`config.mk`:
```
export PLATFORM = sky130hd
export DESIGN_NAME = hourly_sensor_average_logger
export DESIGN_NICKNAME = d
export VERILOG_FILES = /design/src/hdl/hsal_pkg.sv /design/src/hdl/hourly_sensor_average_logger.sv
export SDC_FILE = /design/constraint.sdc
export NUM_CORES = 1
export LEC_CHECK = 0
export CAP_MARGIN = 10
export CORE_MARGIN = 10
export CORE_UTILIZATION = 45
export DETAILED_ROUTE_END_ITERATION = 6
export DONT_BUFFER_PORTS = 1
export PLACE_DENSITY_LB_ADDON = 0.2
export SYNTH_ARGS = -nofsm -noshare
export SYNTH_HDL_FRONTEND = slang
export SYNTH_SLANG_ARGS = --single-unit
```
`constraint.sdc`:
```
create_clock -name clk_i -period 9.2 [get_ports clk_i]
set_clock_uncertainty 0.2 [all_clocks]
set_input_delay 0 -clock clk_i [delete_from_list [all_inputs] [get_ports clk_i]]
set_output_delay 0 -clock clk_i [all_outputs]
set_load 0.005 [all_outputs]
```
`src/hdl/hsal_pkg.sv`:
```
// ----------------------------------------------------------------------------
// hsal_pkg
// shared types, constants and the control store of the hourly logger
// ----------------------------------------------------------------------------
package hsal_pkg;

  localparam int          HISTORY_DEPTH_DEF = 60;
  // working width for slot and offset arithmetic, covers depth up to 255 plus offset
  localparam int          CMP_W             = 9;
  localparam int          STEP_W            = 4;
  localparam logic [7:0]  EMPTY_MARK        = 8'hFF;
  localparam logic [6:0]  LIMIT_RESET       = 7'd99;

  typedef struct packed {
    logic [5:0]        minute_now;
    logic signed [7:0] temperature_sample;
    logic signed [7:0] humidity_sample;
    logic              sensor_ok;
    logic [5:0]        history_offset;
  } in_t;

  typedef struct packed {
    logic [7:0] temperature_shown;
    logic [7:0] humidity_shown;
    logic       entry_empty;
    logic       data_changed;
    logic       sample_taken;
    logic [5:0] current_slot;
  } out_t;

  // datapath operations
  typedef enum logic [3:0] {
    U_ACCEPT,
    U_MOD,
    U_NOP,
    U_DIV_INIT,
    U_DIV_STEP,
    U_CLOSE_HOUR,
    U_SAMPLE,
    U_READ,
    U_EMIT
  } uop_e;

  // jump conditions
  typedef enum logic [2:0] {
    C_NEVER,
    C_NO_REQ,
    C_OFF_GE,
    C_NOT_WRAP,
    C_CNT_ZERO,
    C_DIV_BUSY,
    C_OUT_BUSY
  } cond_e;

  typedef logic [STEP_W-1:0] step_t;

  typedef struct packed {
    uop_e  op;
    cond_e cond;
    step_t jump_to;
    step_t next_to;
  } ucode_t;

  localparam step_t S_ACCEPT   = 4'd0;
  localparam step_t S_MOD      = 4'd1;
  localparam step_t S_BRANCH   = 4'd2;
  localparam step_t S_DIV_INIT = 4'd3;
  localparam step_t S_DIV_STEP = 4'd4;
  localparam step_t S_CLOSE    = 4'd5;
  localparam step_t S_SAMPLE   = 4'd6;
  localparam step_t S_READ     = 4'd7;
  localparam step_t S_EMIT     = 4'd8;

  // control store: one word per step
  function automatic ucode_t ucode_rom(step_t step);
    ucode_t w;
    unique case (step)
      S_ACCEPT:   w = '{op: U_ACCEPT,     cond: C_NO_REQ,   jump_to: S_ACCEPT,
                        next_to: S_MOD};
      S_MOD:      w = '{op: U_MOD,        cond: C_OFF_GE,   jump_to: S_MOD,
                        next_to: S_BRANCH};
      S_BRANCH:   w = '{op: U_NOP,        cond: C_NOT_WRAP, jump_to: S_SAMPLE,
                        next_to: S_DIV_INIT};
      S_DIV_INIT: w = '{op: U_DIV_INIT,   cond: C_CNT_ZERO, jump_to: S_CLOSE,
                        next_to: S_DIV_STEP};
      S_DIV_STEP: w = '{op: U_DIV_STEP,   cond: C_DIV_BUSY, jump_to: S_DIV_STEP,
                        next_to: S_CLOSE};
      S_CLOSE:    w = '{op: U_CLOSE_HOUR, cond: C_NEVER,    jump_to: S_ACCEPT,
                        next_to: S_SAMPLE};
      S_SAMPLE:   w = '{op: U_SAMPLE,     cond: C_NEVER,    jump_to: S_ACCEPT,
                        next_to: S_READ};
      S_READ:     w = '{op: U_READ,       cond: C_NEVER,    jump_to: S_ACCEPT,
                        next_to: S_EMIT};
      S_EMIT:     w = '{op: U_EMIT,       cond: C_OUT_BUSY, jump_to: S_EMIT,
                        next_to: S_ACCEPT};
      default:    w = '{op: U_NOP,        cond: C_NEVER,    jump_to: S_ACCEPT,
                        next_to: S_ACCEPT};
    endcase
    return w;
  endfunction

endpackage

```
`src/hdl/hourly_sensor_average_logger.sv`:
```
// a request steps through accept, offset reduction (one pass per depth
//   taken off), branch, and on an hour wrap divider init and steps (if
//   the hour has samples) and hour close, then sample, read and emit, which
//   waits while the last result is not taken; a new request is accepted only
//   after emit, and the averages use an 8-step shared-denominator divider
// reset: slot 0, sums and count cleared, all history entries read as empty (255)
// ----------------------------------------------------------------------------
// hourly_sensor_average_logger
// per-hour temperature and humidity averages kept in a ring, with readback
// ----------------------------------------------------------------------------
module hourly_sensor_average_logger #(
  parameter int HISTORY_DEPTH = hsal_pkg::HISTORY_DEPTH_DEF
) (
  input  logic           clk_i,
  input  logic           rst_ni,
  // request channel
  input  logic           in_valid_i,
  output logic           in_ready_o,
  input  hsal_pkg::in_t  in_data_i,
  // result channel
  output logic           out_valid_o,
  input  logic           out_ready_i,
  output hsal_pkg::out_t out_data_o,
  // sample limit register
  input  logic           cfg_we_i,
  input  logic [6:0]     cfg_data_i
);

  localparam int AW    = (HISTORY_DEPTH > 2) ? $clog2(HISTORY_DEPTH) : 1;
  localparam int CMP_W = hsal_pkg::CMP_W;
  localparam logic [CMP_W-1:0] DEPTH_C = CMP_W'(HISTORY_DEPTH);

  // ---------------------------------------------------------------------------
  // sequencer: step counter and control store
  // ---------------------------------------------------------------------------
  hsal_pkg::step_t  step_q, step_d;
  hsal_pkg::ucode_t uword;
  logic             jump;

  // configuration
  logic [6:0] lim_q, lim_d;

  // latched request
  logic [5:0] minute_q, minute_d;
  logic [6:0] t_q, t_d;
  logic [6:0] h_q, h_d;
  logic [5:0] off_q, off_d;
  logic       smp_ok_q, smp_ok_d;
  logic       first_q, first_d;
  logic       wrap_q, wrap_d;
  logic       up_q, up_d;

  // hour accumulation state
  logic          started_q, started_d;
  logic [5:0]    last_min_q, last_min_d;
  logic [AW-1:0] slot_q, slot_d;
  logic [12:0]   sum_t_q, sum_t_d;
  logic [12:0]   sum_h_q, sum_h_d;
  logic [6:0]    cnt_q, cnt_d;

  // divider lanes, one shared denominator
  logic [7:0] rem_t_q, rem_t_d, quo_t_q, quo_t_d;
  logic [7:0] rem_h_q, rem_h_d, quo_h_q, quo_h_d;
  logic [2:0] iter_q, iter_d;

  // per-request flags
  logic changed_q, changed_d;
  logic taken_q, taken_d;

  // history store
  logic [15:0]              mem_q [HISTORY_DEPTH];
  logic [HISTORY_DEPTH-1:0] ent_vld_q, ent_vld_d;
  logic                     mem_we;
  logic [AW-1:0]            mem_waddr;
  logic [15:0]              mem_wdata;
  logic [AW-1:0]            rd_addr;
  logic [15:0]              rd_data_q;
  logic                     rd_vld_q;

  // result register
  hsal_pkg::out_t out_q, out_d;
  logic           out_valid_q, out_valid_d;

  // helpers
  logic             accept;
  logic             in_smp_ok;
  logic             off_ge;
  logic [CMP_W-1:0] off_ext, slot_ext, slot_inc, pos;
  logic [14:0]      num_t, num_h;
  logic [7:0]       den;
  logic [15:0]      step_t_res, step_h_res;
  logic [7:0]       shown_t, shown_h;

  // one restoring divide step: {remainder, quotient shift register}
  function automatic logic [15:0] div_step(logic [7:0] rem, logic [7:0] quo,
                                           logic [7:0] dv);
    logic [8:0] trial;
    logic [7:0] rem_n;
    logic       qbit;
    trial = {rem, quo[7]};
    qbit  = (trial >= {1'b0, dv});
    rem_n = qbit ? 8'(trial - {1'b0, dv}) : trial[7:0];
    return {rem_n, quo[6:0], qbit};
  endfunction

  assign uword      = hsal_pkg::ucode_rom(step_q);
  assign in_ready_o = (uword.op == hsal_pkg::U_ACCEPT);
  assign accept     = in_valid_i & in_ready_o;

  // sample accepted when the read worked and both values sit in 0..limit
  assign in_smp_ok = in_data_i.sensor_ok
                   & ~in_data_i.temperature_sample[7]
                   & (in_data_i.temperature_sample[6:0] <= lim_q)
                   & ~in_data_i.humidity_sample[7]
                   & (in_data_i.humidity_sample[6:0] <= lim_q);

  assign off_ext  = CMP_W'(off_q);
  assign slot_ext = CMP_W'(slot_q);
  assign off_ge   = (off_ext >= DEPTH_C);
  assign slot_inc = slot_ext + CMP_W'(1);

  // readback slot: current minus offset, wrapped around the ring
  assign pos     = (off_ext > slot_ext) ? (slot_ext + DEPTH_C - off_ext)
                                        : (slot_ext - off_ext);
  assign rd_addr = pos[AW-1:0];

  // rounded average = floor((2*sum + count) / (2*count))
  assign num_t = 15'({sum_t_q, 1'b0}) + 15'(cnt_q);
  assign num_h = 15'({sum_h_q, 1'b0}) + 15'(cnt_q);
  assign den   = {cnt_q, 1'b0};

  assign step_t_res = div_step(rem_t_q, quo_t_q, den);
  assign step_h_res = div_step(rem_h_q, quo_h_q, den);

  // jump condition select
  always_comb begin
    case (uword.cond)
      hsal_pkg::C_NEVER:    jump = 1'b0;
      hsal_pkg::C_NO_REQ:   jump = ~in_valid_i;
      hsal_pkg::C_OFF_GE:   jump = off_ge;
      hsal_pkg::C_NOT_WRAP: jump = ~wrap_q;
      hsal_pkg::C_CNT_ZERO: jump = (cnt_q == 7'd0);
      hsal_pkg::C_DIV_BUSY: jump = (iter_q != 3'd7);
      hsal_pkg::C_OUT_BUSY: jump = out_valid_q & ~out_ready_i;
      default:              jump = 1'b0;
    endcase
  end

  assign step_d = jump ? uword.jump_to : uword.next_to;

  // ---------------------------------------------------------------------------
  // datapath, driven by the current control word
  // ---------------------------------------------------------------------------
  always_comb begin
    lim_d      = cfg_we_i ? cfg_data_i : lim_q;
    minute_d   = minute_q;
    t_d        = t_q;
    h_d        = h_q;
    off_d      = off_q;
    smp_ok_d   = smp_ok_q;
    first_d    = first_q;
    wrap_d     = wrap_q;
    up_d       = up_q;
    started_d  = started_q;
    last_min_d = last_min_q;
    slot_d     = slot_q;
    sum_t_d    = sum_t_q;
    sum_h_d    = sum_h_q;
    cnt_d      = cnt_q;
    rem_t_d    = rem_t_q;
    quo_t_d    = quo_t_q;
    rem_h_d    = rem_h_q;
    quo_h_d    = quo_h_q;
    iter_d     = iter_q;
    changed_d  = changed_q;
    taken_d    = taken_q;
    ent_vld_d  = ent_vld_q;
    mem_we     = 1'b0;
    mem_waddr  = slot_q;
    mem_wdata  = {hsal_pkg::EMPTY_MARK, hsal_pkg::EMPTY_MARK};
    out_d      = out_q;
    // result leaves when taken
    out_valid_d = out_valid_q & ~out_ready_i;

    case (uword.op)
      hsal_pkg::U_ACCEPT: begin
        if (accept) begin
          minute_d = in_data_i.minute_now;
          t_d      = in_data_i.temperature_sample[6:0];
          h_d      = in_data_i.humidity_sample[6:0];
          off_d    = in_data_i.history_offset;
          smp_ok_d = in_smp_ok;
          // first request, hour wrap (minute went back) or a later minute
          first_d  = ~started_q;
          wrap_d   = started_q & (in_data_i.minute_now < last_min_q);
          up_d     = started_q & (in_data_i.minute_now > last_min_q);
        end
      end
      hsal_pkg::U_MOD: begin
        // offset taken modulo the ring depth, one subtract per pass
        if (off_ge) begin
          off_d = 6'(off_ext - DEPTH_C);
        end
      end
      hsal_pkg::U_DIV_INIT: begin
        rem_t_d = {1'b0, num_t[14:8]};
        quo_t_d = num_t[7:0];
        rem_h_d = {1'b0, num_h[14:8]};
        quo_h_d = num_h[7:0];
        iter_d  = 3'd0;
      end
      hsal_pkg::U_DIV_STEP: begin
        rem_t_d = step_t_res[15:8];
        quo_t_d = step_t_res[7:0];
        rem_h_d = step_h_res[15:8];
        quo_h_d = step_h_res[7:0];
        iter_d  = iter_q + 3'd1;
      end
      hsal_pkg::U_CLOSE_HOUR: begin
        // hour average, or empty marker for an hour without samples
        mem_we    = 1'b1;
        mem_waddr = slot_q;
        if (cnt_q != 7'd0) begin
          mem_wdata = {quo_t_q, quo_h_q};
        end
        ent_vld_d[slot_q] = 1'b1;
        slot_d  = (slot_inc >= DEPTH_C) ? '0 : slot_inc[AW-1:0];
        sum_t_d = '0;
        sum_h_d = '0;
        cnt_d   = '0;
      end
      hsal_pkg::U_SAMPLE: begin
        changed_d = first_q | wrap_q | up_q;
        taken_d   = 1'b0;
        if ((first_q | wrap_q | up_q) & smp_ok_q) begin
          // live sample into the open slot
          mem_we            = 1'b1;
          mem_wdata         = {1'b0, t_q, 1'b0, h_q};
          ent_vld_d[slot_q] = 1'b1;
          sum_t_d           = sum_t_q + 13'(t_q);
          sum_h_d           = sum_h_q + 13'(h_q);
          cnt_d             = cnt_q + 7'd1;
          taken_d           = 1'b1;
        end else if (wrap_q) begin
          // new hour opened without a sample
          mem_we            = 1'b1;
          ent_vld_d[slot_q] = 1'b1;
        end
        if (first_q | wrap_q | up_q) begin
          last_min_d = minute_q;
        end
        started_d = 1'b1;
      end
      hsal_pkg::U_EMIT: begin
        if (~out_valid_q | out_ready_i) begin
          out_d.temperature_shown = shown_t;
          out_d.humidity_shown    = shown_h;
          out_d.entry_empty       = (shown_t == hsal_pkg::EMPTY_MARK);
          out_d.data_changed      = changed_q;
          out_d.sample_taken      = taken_q;
          out_d.current_slot      = slot_ext[5:0];
          out_valid_d             = 1'b1;
        end
      end
      default: begin
      end
    endcase
  end

  // never-written entries read back as the empty marker
  assign shown_t = rd_vld_q ? rd_data_q[15:8] : hsal_pkg::EMPTY_MARK;
  assign shown_h = rd_vld_q ? rd_data_q[7:0]  : hsal_pkg::EMPTY_MARK;

  // ---------------------------------------------------------------------------
  // registers
  // ---------------------------------------------------------------------------
  always_ff @(posedge clk_i or negedge rst_ni) begin
    if (!rst_ni) begin
      step_q      <= hsal_pkg::S_ACCEPT;
      lim_q       <= hsal_pkg::LIMIT_RESET;
      started_q   <= 1'b0;
      last_min_q  <= '0;
      slot_q      <= '0;
      sum_t_q     <= '0;
      sum_h_q     <= '0;
      cnt_q       <= '0;
      ent_vld_q   <= '0;
      out_valid_q <= 1'b0;
    end else begin
      step_q      <= step_d;
      lim_q       <= lim_d;
      started_q   <= started_d;
      last_min_q  <= last_min_d;
      slot_q      <= slot_d;
      sum_t_q     <= sum_t_d;
      sum_h_q     <= sum_h_d;
      cnt_q       <= cnt_d;
      ent_vld_q   <= ent_vld_d;
      out_valid_q <= out_valid_d;
    end
  end

  // payload registers
  always_ff @(posedge clk_i) begin
    minute_q  <= minute_d;
    t_q       <= t_d;
    h_q       <= h_d;
    off_q     <= off_d;
    smp_ok_q  <= smp_ok_d;
    first_q   <= first_d;
    wrap_q    <= wrap_d;
    up_q      <= up_d;
    rem_t_q   <= rem_t_d;
    quo_t_q   <= quo_t_d;
    rem_h_q   <= rem_h_d;
    quo_h_q   <= quo_h_d;
    iter_q    <= iter_d;
    changed_q <= changed_d;
    taken_q   <= taken_d;
    out_q     <= out_d;
  end

  // history memory: one write port, one registered read port
  always_ff @(posedge clk_i) begin
    if (mem_we) begin
      mem_q[mem_waddr] <= mem_wdata;
    end
    if (uword.op == hsal_pkg::U_READ) begin
      rd_data_q <= mem_q[rd_addr];
      rd_vld_q  <= ent_vld_q[rd_addr];
    end
  end

  assign out_valid_o = out_valid_q;
  assign out_data_o  = out_q;

endmodule

```
======== Yosys cells after proc, flatten, opt, wreduce, memory -nomap -nowiden ========
Memories as Yosys holds them, arrays and structs flattened. A register that Yosys moved wholly into a read port is not among the register bits.
Index checks and enable logic that the tools add are counted.
Widths: inputs -> output; s select.
cells by class
  add/subtract/negate cells ............... 13
  $mul .................................... 0
  divide/modulo/power cells ............... 0
  $lt $le $gt $ge ......................... 12
  eq/ne operators ......................... 19
  shifts and indexed selects .............. 0
  multiplexer cells ....................... 39
  bitwise gates (word level) .............. 20
  reduce and logical (&&, ||, !) cells .... 13
operators with widths
  kind                number
  $mux 60             2
  $pmux 60 s2         1
  $pmux 8 s2          4
  $or 60x60->60       1
  $pmux 13 s2         2
  $mux 16             2
  $pmux 16 s2         1
  $add 14x7->15       2
  $add 13x7->13       2
  $mux 13             2
  $mux 6              4
  $mux 8              3
  $ge 9x8->1          2
  $eq 4x3->1 const B  4
  $sub 8x8->8         2
  $le 7x7->1          2
  $lt 6x7->1 const B  2
  $pmux 7 s2          1
  $gt 6x6->1          2
  $pmux 6 s2          1
  $sub 6x6->6         2
  $reduce_and 2->1    5
  $and 1x1->1         9
  $eq 3x3->1 const B  3
  34 further kinds    55
word-level totals
  register bits ........................... 211
  bits in latches ......................... 0
  RAM bits ................................ 960
  memory bits (read-only) ................. 240
  bits of input ports ..................... 41
  output and inout port bits .............. 27
  memories ................................ 2
memories
  name              words  bits a word  rd ports  clocked after Yosys merged registers in  wr ports  RTL line                            source
  mem_q             60     16           1         1                                        1         hourly_sensor_average_logger.sv:71  logic [15:0] mem_q [HISTORY_DEPTH];
  (name not given)  16     15           1         0                                        0         hsal_pkg.sv:77                      unique case (step)

======== Logic depth before layout (Yosys ltp) ========
Gate-level depths: netlist of the first run.
  depth after elaboration ................. 8
  depth in mapped cells ................... 16

======== Worst setup path after synthesis of the first run ========
Ideal clock, no wire load.
  path type ............................... register to register
  start ................................... reg step_q[3]
  end ..................................... mem mem_q[0][1], data pin
  setup time .............................. 0.527 ns
  arrival time ............................ 3.285 ns
  setup slack ............................. 5.187 ns
  cell stages (with the launch flop) ...... 9
  period minus slack after synthesis ...... 4.013 ns
  cells stage by stage .................... dfrtp_1 -> buf_2 -> and2b_1 -> and3_1 -> clkbuf_1 -> nand2_1 -> clkbuf_1 -> nor2_1 -> a21oi_1
between the ends
  longest elaborated chain between the ends .. 3
  elaborated cells between the ends (all ways) .. 4
RTL lines
  item                    RTL line                             source
  start, declared         hourly_sensor_average_logger.sv:36   hsal_pkg::step_t step_q, step_d;
  start signal, assigned  hourly_sensor_average_logger.sv:279  step_q <= hsal_pkg::S_ACCEPT;
  start signal, assigned  hourly_sensor_average_logger.sv:290  step_q <= step_d;
  $mem_v2 16x15 (*)       -
  $eq 4x3->1              hourly_sensor_average_logger.sv:185  case (uword.op)
  $pmux 16 s2 (*)         hourly_sensor_average_logger.sv:185
  named net mem_wdata[1]  hourly_sensor_average_logger.sv:75   logic [15:0] mem_wdata;
  end, declared           hourly_sensor_average_logger.sv:71
The timed path passes the listed nets; every way through them passes the cells marked *.

======== Final worst setup path of the first run ========
  start ................................... reg slot_q[0], in the netlist mem_waddr[0]
  end ..................................... reg rd_data_q[7], read port of mem_q, data pin
between the ends
  longest elaborated chain between the ends .. 3
  elaborated cells between the ends (all ways) .. 5
RTL lines
  item                    RTL line                             source
  start, declared         hourly_sensor_average_logger.sv:56   logic [AW-1:0] slot_q, slot_d;
  start signal, assigned  hourly_sensor_average_logger.sv:294  slot_q <= slot_d;
  $add 6x6->6             hourly_sensor_average_logger.sv:123  assign pos = (off_ext > slot_ext) ? (slot_ext + DEPTH_C - off_ext)
  $sub 6x6->6             hourly_sensor_average_logger.sv:123
  $mux 6 (*)              hourly_sensor_average_logger.sv:123
  end, declared           hourly_sensor_average_logger.sv:77   logic [15:0] rd_data_q;
Mark *: on every way between the ends. The rest lies on a longest branch, timed or not.
A chain may end at the register's enable or synchronous reset.

==> reports/metrics.yaml, run 1 <==
status:
  status: "completed"
critical_path:
  r2r_slack_ns: 3.94
  reg2regPathDepth: 11
  crit_end: "rd_data_q[7]$_DFFE_PN_"
  cp.required_ns: 9.45
  reg2reg_to: "rd_data_q[7]$_DFFE_PN_"
  crit_type: "reg -> reg"
  crit_path_start: "mem_waddr[0]$_DFFE_PN0P_"
  r2r-start: "mem_waddr[0]$_DFFE_PN0P_"
  endpoint_kind: "flop"
  start_kind: "flop"
  cp_max_fo: 55
  worstPathArrival_ns: 5.51
sta:
  final.min_clock_period_ns: 5.26
  fmax_ghz: 0.190
  setup_viol: 0
  slew_headroom_pct: 17.7
  hold_viol: 0
  rsz0062_at_grt: "no"
  worst_pin_slew_ns: 1.23
  period_share_pct: 57.1
  finalMaxSlewViolations: 0
  postLayoutSetupSlackWorst_ns: 3.94
  fin_tns_setup_ns: 0
placed_design:
  port_buffers: 0
  dp_hpwl_mm: 70.7
  pre_cts_slack_ns: 3.94
  place_congestion: 0.815
floorplanning:
  die_area_um2: 123000
  fp.dieW_um: 351
  core-area_um2: 109000
  fp.dieH_um: 351
  initial_core_util_pct: 45.3
  rows: 121
  ioPinCount: 68
synth:
  synthArstFlopShare_pct: 9.94
  synth_ff_type: "edfxtp_1"
  synth_area_leaders: "edfxtp_1 (65%), mux4_2 (12%), dfrtp_1 (5.8%)"
  synth_seq_cells: 1187
  synth_nets: 2838
  synth.top_cell.area_share_pct: 65.1
  yosys.area.top_type: "edfxtp_1"
  synth_edf_count: 1069
  ys_seq_area_share_pct: 71.1
  yosysUniqueCellTypes: 71
  synth_cells: 2705
  synth_warnings: 0
  synth_area_per_cell_um2: 18.2
  synth_area_um2: 49300
route:
  vias: 25700
  drc: 0
  dr.pass1.iters: 5
  drt_iter0_drc: 2525
  wl_per_cell_um: 27.7
  vias_per_cell: 5.86
  drt_wl_total_mm: 122
  ant_nets: 0
clock_tree:
  worstSkewPairLatency_ns: 0.73
  ctsHoldBuffers: 84
  htree_levels: 3
  cts_tree: "built"
  cts_buffers: 118
  clock-sinks: 1187
  clockBufferDepth: 3
  ctsResizeCount: 0
  post-cts-setup-buffers: 0
  cts_root_buf: "clkbuf_16"
  clk_pin_slew_ns: 0.06
finish:
  nNetsFinal: 3009
  final_cell_mix: "edfxtp_1 (1069), mux4_2 (256), mux2i_1 (169), clkbuf_16 (119), dfrtp_1 (114)"
  layout.cells.most_common: "edfxtp_1"
  drive_gt1_share_pct: 19.9
  fillers: 8548
  n_antenna_cell: 0
  area_growth_pct: 13.8
power_and_ir_drop:
  p_per_area_nw_per_um2: 351
  leakage_uw: 0.0195
  irDropWorstVdd_uv: 535
min_path:
  hp-start: "taken_q$_DFFE_PP_"
  hold_path.class: "reg -> reg"
grt:
  grt_pass1_wl_mm: 181
  grt_max_degree: 115
  gr-usage-all-layers_pct: 19.9
  grt_pass1_vias: 26800
  antenna_found_initial: 7
  gr-total-overflow: 0
job:
  maxCapViolations: 0
==> per-stage QoR <==
step | util (%) | instance area [µm²] | std cells | power, µW | hold slack, ns
floorplan | - | 49300 | 2705 | 12500 | -0.496
finish | 51.5 | 56100 | 4396 | 19700 | 0.222
CTS | 51.5 | 56100 | 4394 | 19900 | 0.182
detailed placement | 47.1 | 51300 | 4084 | 15100 | -0.492
global placement | 47.1 | 51300 | 4084 | 15000 | -0.491
global route | 51.5 | 56100 | 4396 | 20600 | 0.224
==> synthesized netlist by cell type (4+ instances only) <==
cell and instances:
edfxtp_1 1069, inv_1 67, nand2_1 106, o21ai_0 80, buf_6 5, dfrtp_1 114, or2_1 48, nor2_1 119
and2_1 7, o21a_1 7, xor2_1 17, a31oi_1 5, xnor2_1 32, o21ai_1 7, mux4_2 256, or3_1 13
buf_2 49, or2_2 15, fa_1 9, a211oi_1 32, dfstp_2 4, ha_1 83, nand4_1 15, a21boi_0 4
mux2i_1 169, nand3_1 32, o32a_1 16, o31ai_1 5, and3_1 27, clkbuf_1 62, mux2_2 6, nor2b_1 46
o22a_1 12, o21bai_1 7, a21o_1 12, nand2b_1 28, nor3_1 14, a21oi_1 53, buf_1 5, buf_4 8
==> registers in the layout, summed over array words and instances (netlist names), 3 cells and up <==
name,cells
cnt_q,7
ent_vld_q,60
h_q,7
iter_q,3
last_min_q,6
lim_q,7
mem_q,960
mem_waddr,6
minute_q,6
off_q,6
out_data_o,25
quo_h_q,8
quo_t_q,8
rd_data_q,16
rem_h_q,8
rem_t_q,8
step_q,4
sum_h_q,13
sum_t_q,13
t_q,7
==> where the power goes <==
part	total [µW]	switching, µW	internal (µW)	leakage (µW)
Clock	4740	2060	2680	0.00187
Sequential	6600	193	6400	0.0114
Combinational	8360	4990	3380	0.00631
Total	19700	7240	12500	0.0195
==> layer usage <==
layer  track usage [%]  vias up  routed length [µm]
met5                 0        -                   0
met4              4.88        0                2620
met3              2.93      151                7410
met2              33.7      848               61000
met1              27.2    13700               50800
li1                  -    11100                   -
==> how the worst min path moves through the flow <==
stage | end | slack [ns] | depth (start not counted)
after floorplan | cnt_q[0]$_DFFE_PN0P_ | -0.50 | 0
after global placement | sum_t_q[9]$_DFFE_PN0P_ | -0.49 | 0
after detailed placement | sum_t_q[8]$_DFFE_PN0P_ | -0.49 | 0
after CTS | lim_q[5]$_DFFE_PN1P_ | 0.18 | 3
after global routing | out_data_o[6]$_DFFE_PP_ | 0.22 | 0
final | out_data_o[6]$_DFFE_PP_ | 0.22 | 0
==> cells by family (layout without fill, tap and decap cells) <==
kind of cell / after synthesis / count (layout) / share of synthesized area [%]
buffers and inverters: 198 / 475 / 1.77
AND/OR/NAND/NOR: 484 / 484 / 4.93
multiplexers: 434 / 434 / 15.4
adder cells (fa/ha/maj): 93 / 93 / 2.49
AO/OA/AOI/OAI: 260 / 260 / 3.42
flip-flops: 1187 / 1187 / 71.1
XOR/XNOR: 49 / 49 / 0.871
==> cell type report <==
type | count | area (µm²) | area share, %
clock buffer | 172 | 3320 | 5.91
tap | 1414 | 1770 | 3.15
sequential | 1187 | 35100 | 62.5
timing repair buffer | 181 | 1670 | 2.97
multi-input combinational | 1320 | 13500 | 24.0
inverter | 68 | 255 | 0.455
clock inverter | 54 | 539 | 0.962
==> critical path, cell delays in order (launching register included) <==
cell and delay (ns):
dfrtp_1 0.46, inv_1 0.22, ha_4 0.15, inv_1 0.08, fa_4 1.42, buf_4 0.59
buf_4 0.55, mux4_2 0.38, mux2i_1 0.18, mux2i_1 0.11, mux2i_1 0.41, mux2i_1 0.14
(Power assumes the default switching activity.)
==> inputs of run 2 (changes only) <==
==> constraint.sdc (replaced) <==
create_clock -name clk_i -period 4.9 [get_ports clk_i]
set_clock_uncertainty 0.2 [all_clocks]
set_input_delay 0 -clock clk_i [delete_from_list [all_inputs] [get_ports clk_i]]
set_output_delay 0 -clock clk_i [all_outputs]
set_load 0.005 [all_outputs]
==> run 2 against run 1 <==
Die area is the same. Power grew 92%. Final cell count grew 0.73%. Critical endpoint is now rd_data_q[8]$_DFFE_PN_.
==> reports/metrics.yaml, run 2 (synthesis gave the netlist of run 1 again) <==
clock_tree:
  cts_root_buf: "clkbuf_16"
  clock-sinks: 1187  # unchanged
  cts_buffers: 119  # +0.85%
  worstSkewPairLatency_ns: 0.69  # -0.04 ns
  post-cts-setup-buffers: 0  # unchanged
  cts_tree: "built"
  clk_pin_slew_ns: 0.06  # about the same
  htree_levels: 3  # unchanged
  clockBufferDepth: 3  # unchanged
sta:
  hold_viol: 0  # unchanged
  postLayoutSetupSlackWorst_ns: 0.176  # -3.77 ns
  finalMaxSlewViolations: 0  # unchanged
  rsz0062_at_grt: "no"
  slew_headroom_pct: 24.0  # +6.2 points
  worst_pin_slew_ns: 1.14  # -0.0917 ns
  fin_tns_setup_ns: 0  # unchanged
  holdWs_ns: 0.0522  # -0.169 ns
  period_share_pct: 96.4  # +39 points
  final.min_clock_period_ns: 4.72  # -0.534 ns
  fmax_ghz: 0.212  # +11%
  setup_viol: 0  # unchanged
finish:
  largest_register_ffs: 960  # unchanged
  largest_register: "mem_q"
  nNetsFinal: 3037  # +0.93%
  area_growth_pct: 14.6
  fin_util_pct: 51.9  # +0.34 points
  final_cell_mix: "edfxtp_1 (1069), mux4_2 (256), mux2i_1 (168), clkbuf_16 (122), dfrtp_1 (114)"
  fillers: 8537  # -0.13%
  drive_gt1_share_pct: 20.7  # +0.82 points
  layout.cells.most_common: "edfxtp_1"
critical_path:
  endpoint_kind: "flop"
  crit_chain: "inv_1, ha_4, inv_1, fa_4, a211oi_2, o21ai_2, o21ai_4, mux2i_4, buf_12, nor2b_1, a211oi_1, o32a_1, mux2i_1"
  worst-path-stages: 13  # +2
  cp.required_ns: 5.12  # -4.33 ns
  cp_max_fo: 86  # +56%
  worstPathArrival_ns: 4.94  # -0.57 ns
  critPathTopFamily: "compound AO/OA/AOI/OAI gates"
  reg2regPathDepth: 13  # +2
  crit_top_cell: "inv_1"
  crit_type: "reg -> reg"
  reg2reg_to: "rd_data_q[8]$_DFFE_PN_"
  r2r_slack_ns: 0.18  # -3.77 ns
  start_kind: "flop"
  critical_path_buf_inv_count: 3  # -1
  slowest_delay_ns: 0.76  # -0.66 ns
  slowest_stage: "mux2i_4"
  crit_path_start: "mem_waddr[0]$_DFFE_PN0P_"
  crit_end: "rd_data_q[8]$_DFFE_PN_"
  r2r-start: "mem_waddr[0]$_DFFE_PN0P_"
grt:
  grt_pass1_vias: 27000  # +0.77%
  gr-total-overflow: 0  # unchanged
  grt_max_degree: 115  # unchanged
  gr-usage-all-layers_pct: 20.1  # +0.17 points
  antenna_found_initial: 9  # +2
  grt_pass1_wl_mm: 183  # +0.93%
floorplanning:
  fp.dieH_um: 351  # unchanged
  fp.dieW_um: 351  # unchanged
  die_area_um2: 123000  # unchanged
  ioPinCount: 68  # unchanged
  rows: 121  # unchanged
  core-area_um2: 109000  # unchanged
  initial_core_util_pct: 45.3  # unchanged
route:
  vias_per_cell: 5.82  # -0.61%
  drc: 0  # unchanged
  dr.pass1.iters: 5  # unchanged
  wl_per_cell_um: 27.7  # about the same
  drt_wl_total_mm: 123  # +0.69%
  ant_nets: 0  # unchanged
  drt_iter0_drc: 2276  # -9.9%
  vias: 25800  # +0.11%
power_and_ir_drop:
  finalPower_uw: 37900  # +92%
  p_per_area_nw_per_um2: 671  # +91%
  irDropWorstVdd_uv: 1030  # +93%
  leakage_uw: 0.0197  # +1.0%
min_path:
  hold_path.class: "in -> reg"
  hold_depth: 2  # +2
placed_design:
  dp_hpwl_mm: 75.0  # +6.1%
  place_congestion: 0.832  # +2.1%
  port_buffers: 0  # unchanged
  pre_cts_slack_ns: 0.170  # -3.77 ns
job:
  maxCapViolations: 0  # unchanged
status:
  status: "completed"
[run 2: layout make-up]
| type | instances | area, µm² | share of cell area (%) |
|---|---|---|---|
| inverters | 68 | 255 | 0.452 |
| diodes | 5 | 12.5 | 0.0222 |
| repair buffers | 208 | 2090 | 3.70 |
| multi-input cells | 1320 | 13500 | 23.9 |
| clock inverters | 62 | 507 | 0.898 |
| well taps | 1414 | 1770 | 3.13 |
| flip-flops and latches | 1187 | 35100 | 62.1 |
| clock buffers | 164 | 3290 | 5.83 |
[run 2: timing repair]
item | CTS | global route
endpoints found under the setup margin | 0 | 1
hold endpoints to repair | 214 | 0
hold buffers | 81 | 0
gates resized for setup | 0 | 1
[run 2: worst min path at each step]
stage / from / endpoint / slack (ns)
2_1_floorplan: rst_ni / cnt_q[0]$_DFFE_PN0P_ / -0.50
3_3_place_gp: rst_ni / sum_t_q[8]$_DFFE_PN0P_ / -0.49
3_5_place_dp: rst_ni / sum_t_q[10]$_DFFE_PN0P_ / -0.49
4_1_cts: cfg_we_i / lim_q[3]$_DFFE_PN0P_ / 0.001
5_1_grt: cfg_we_i / lim_q[4]$_DFFE_PN0P_ / 0.08
6_report: cfg_we_i / lim_q[4]$_DFFE_PN0P_ / 0.05
[run 2: through the flow]
stage,instance area [µm²],instances
2_1_floorplan,49300,2705
3_3_place_gp,51800,4116
3_5_place_dp,51800,4116
4_1_cts,56400,4423
5_1_grt,56400,4424
6_report,56500,4428
[run 2: per-layer routing]
metal / vias up / part of all wire (%) / track usage [%]
met5: - / 0.044 / 0
met4: 2 / 2.4 / 5.94
met3: 155 / 6.2 / 3.26
met2: 801 / 50 / 34.0
met1: 13700 / 41 / 26.8
li1: 11100 / - / -
[run 2: power by group]
| group | total [µW] | switching, µW | internal, µW |
|---|---|---|---|
| Combinational | 16700 | 9890 | 6800 |
| Clock | 8840 | 3790 | 5050 |
| Sequential | 12400 | 352 | 12000 |
| Total | 37900 | 14000 | 23900 |
==> inputs of run 3 (changes only) <==
--- a/config.mk
+++ b/config.mk
@@ -6,7 +6,6 @@
 export NUM_CORES = 1
 export LEC_CHECK = 0
 export CAP_MARGIN = 10
-export CORE_MARGIN = 10
 export CORE_UTILIZATION = 45
 export DETAILED_ROUTE_END_ITERATION = 6
 export DONT_BUFFER_PORTS = 1
==> run 3 against run 2 <==
Via count grew 0.69%. Worst hold slack improved by 0.12 ns. Die area shrank 10%. Combinational power hardly changed. Utilization rose by 0.32 points. Critical path type unchanged. Highest routed layer is now met4.
==> reports/metrics.yaml, run 3 (synthesis gave the netlist of run 1 again) <==
grt:
  grt_max_degree: 115  # unchanged
  gr-usage-all-layers_pct: 22.4  # +2.3 points
  antenna_found_initial: 4  # -5
  grt_pass1_wl_mm: 182  # -0.54%
  gr-total-overflow: 0  # unchanged
  grt_pass1_vias: 26600  # -1.7%
critical_path:
  cp_max_fo: 26  # -70%
  start_kind: "flop"
  cp.required_ns: 5.13  # about the same
  endpoint_kind: "flop"
  worstPathArrival_ns: 4.91  # -0.03 ns
  crit_type: "reg -> reg"
sta:
  hold_viol: 0  # unchanged
  rsz0062_at_grt: "no"
  fin_tns_setup_ns: 0  # unchanged
  setup_viol: 0  # unchanged
  finalMaxSlewViolations: 0  # unchanged
  holdWs_ns: 0.168  # +0.116 ns
  final.min_clock_period_ns: 4.69  # -0.0386 ns
  slew_headroom_pct: 28.3  # +4.3 points
  postLayoutSetupSlackWorst_ns: 0.215  # +0.0386 ns
  worst_pin_slew_ns: 1.07  # -0.0645 ns
  period_share_pct: 95.6  # -0.79 points
  fmax_ghz: 0.213  # +0.82%
power_and_ir_drop:
  p_seq_share_pct: 32.3  # -0.3 points
  switching_power_uw: 14000  # -0.35%
  combPwrFrac_pct: 43.7  # -0.3 points
  irDropWorstVdd_uv: 504  # -51%
  clkPwrFrac_pct: 24.0  # +0.7 points
  p_per_area_nw_per_um2: 674  # +0.45%
  leakage_uw: 0.0198  # +0.59%
  intPower_uw: 24300  # +1.7%
  swShare_pct: 36.6  # -0.47 points
finish:
  largest_register: "mem_q"
  fin_util_pct: 52.2  # +0.32 points
  drive_gt1_share_pct: 21.2  # +0.43 points
  nNetsFinal: 3039  # +0.066%
  layout.cells.most_common: "edfxtp_1"
  largest_register_ffs: 960  # unchanged
  area_growth_pct: 15.1
  final_cell_mix: "edfxtp_1 (1069), mux4_2 (256), mux2i_1 (168), clkbuf_16 (119), nor2_1 (115)"
clock_tree:
  cts_buffers: 118  # -0.84%
  clockBufferDepth: 3  # unchanged
  clock-sinks: 1187  # unchanged
  htree_levels: 3  # unchanged
  cts_tree: "built"
  cts_root_buf: "clkbuf_16"
  clk_pin_slew_ns: 0.06  # about the same
  worstSkewPairLatency_ns: 0.71  # +0.02 ns
floorplanning:
  rows: 121  # unchanged
  initial_core_util_pct: 45.3  # +0.063 points
  fp.dieH_um: 333  # -5.1%
  fp.dieW_um: 333  # -5.1%
  die_area_um2: 111000  # -10%
  core-area_um2: 109000  # -0.14%
  ioPinCount: 68  # unchanged
status:
  status: "completed"
route:
  top_layer_used: "met4"
  wl_met1_mm: 50.1  # -0.47%
  drt_wl_total_mm: 123  # about the same
  vias: 26000  # +0.69%
  route.met3.wl_mm: 7.17  # -5.1%
  vias_per_cell: 5.86  # +0.76%
  wl_per_cell_um: 27.7  # +0.16%
  ant_nets: 0  # unchanged
  drc: 0  # unchanged
  dr.pass1.iters: 5  # unchanged
  drt_iter0_drc: 2574  # +13%
  met2_length_mm: 62.6  # +1.3%
min_path:
  hold_path.class: "in -> reg"
placed_design:
  port_buffers: 0  # unchanged
  dp_hpwl_mm: 76.6  # +2.1%
  pre_cts_slack_ns: 0.222  # +0.0520 ns
  place_congestion: 0.832  # about the same
job:
  maxCapViolations: 0  # unchanged
-- run 3: cell types whose count changed in the layout (fill, tap and decap cells not counted), moves of 6 or more --
| cell | delta |
|---|---|
| clkbuf_1 | -13 |
| buf_4 | -6 |
| clkinv_1 | -7 |
| clkinvlp_4 | +9 |
| nor2_1 | +6 |
| nor2_2 | -6 |
-- run 3: path summary, 6_finish.rpt --
| path | start | to | slack [ns] | cells after the start |
|---|---|---|---|---|
| worst max-delay path | mem_waddr[0]$_DFFE_PN0P_ | rd_data_q[4]$_DFFE_PN_ | 0.21 | 14 |
| worst min-delay path | in_valid_i | minute_q[2]$_DFFE_PP_ | 0.17 | 2 |
| worst max register to register | mem_waddr[0]$_DFFE_PN0P_ | rd_data_q[4]$_DFFE_PN_ | 0.21 | 14 |
| worst min register to register | taken_q$_DFFE_PP_ | out_data_o[6]$_DFFE_PP_ | 0.22 | 0 |
| max in group asynchronous | rst_ni | ent_vld_q[36]$_DFFE_PN0P_ | 3.52 | 4 |
| min in group asynchronous | rst_ni | lim_q[5]$_DFFE_PN1P_ | 0.27 | 3 |
-- run 3: metrics by stage --
| stage | cell area, µm² | std cells | total power (µW) |
|---|---|---|---|
| 2_1_floorplan | 49300 | 2705 | 23400 |
| 3_3_place_gp | 51800 | 4115 | 29100 |
| 3_5_place_dp | 51900 | 4116 | 29300 |
| 4_1_cts | 56700 | 4423 | 38500 |
| 5_1_grt | 56700 | 4424 | 39900 |
| 6_report | 56700 | 4425 | 38300 |
-- run 3: area by class of cell --
type                       count  area [µm²]
sequential                  1187       35100
fill                        8522       52000
clock inverter                73         756
multi-input combinational   1320       13500
inverter                      68         255
clock buffer                 151        3210
antenna                        1        2.50
timing repair buffer         211        2220
tap                         1414        1770
-- run 3: timing repair --
item / 4_1_cts / 5_1_grt
hold endpoints to repair: 210 / 0
setup buffers: 0 / 0
setup endpoints to repair: 0 / 1
resized for setup: 0 / 1
hold buffers: 83 / 0
-- run 3: power by group through the flow --
| stage | Clock, µW | Sequential (µW) | Combinational [µW] |
|---|---|---|---|
| after floorplan | 0 | 12400 | 11000 |
| after global placement | 0 | 12600 | 16500 |
| after global routing | 9700 | 12400 | 17700 |
| final | 9170 | 12400 | 16700 |
| after detailed placement | 0 | 12600 | 16700 |
| after CTS | 9320 | 12400 | 16900 |
-- run 3: routing by layer --
layer	vias to the layer above	global-route usage (%)
li1	11100	-
met3	166	2.76
met5	-	0
met4	0	6.17
met1	13800	30.3
met2	883	38.2
-- run 3: worst max-delay path: stages, from the launching register on --
cell and delay, ns:
dfrtp_1 0.47, inv_1 0.21, ha_4 0.15, inv_1 0.06, fa_4 0.46, a211oi_2 0.25, o21ai_2 0.13, o21ai_4 0.13
mux2i_4 0.64, buf_12 0.27, buf_12 0.25, mux2i_1 0.35, mux2i_1 0.12, mux2i_1 0.53, mux2i_1 0.14
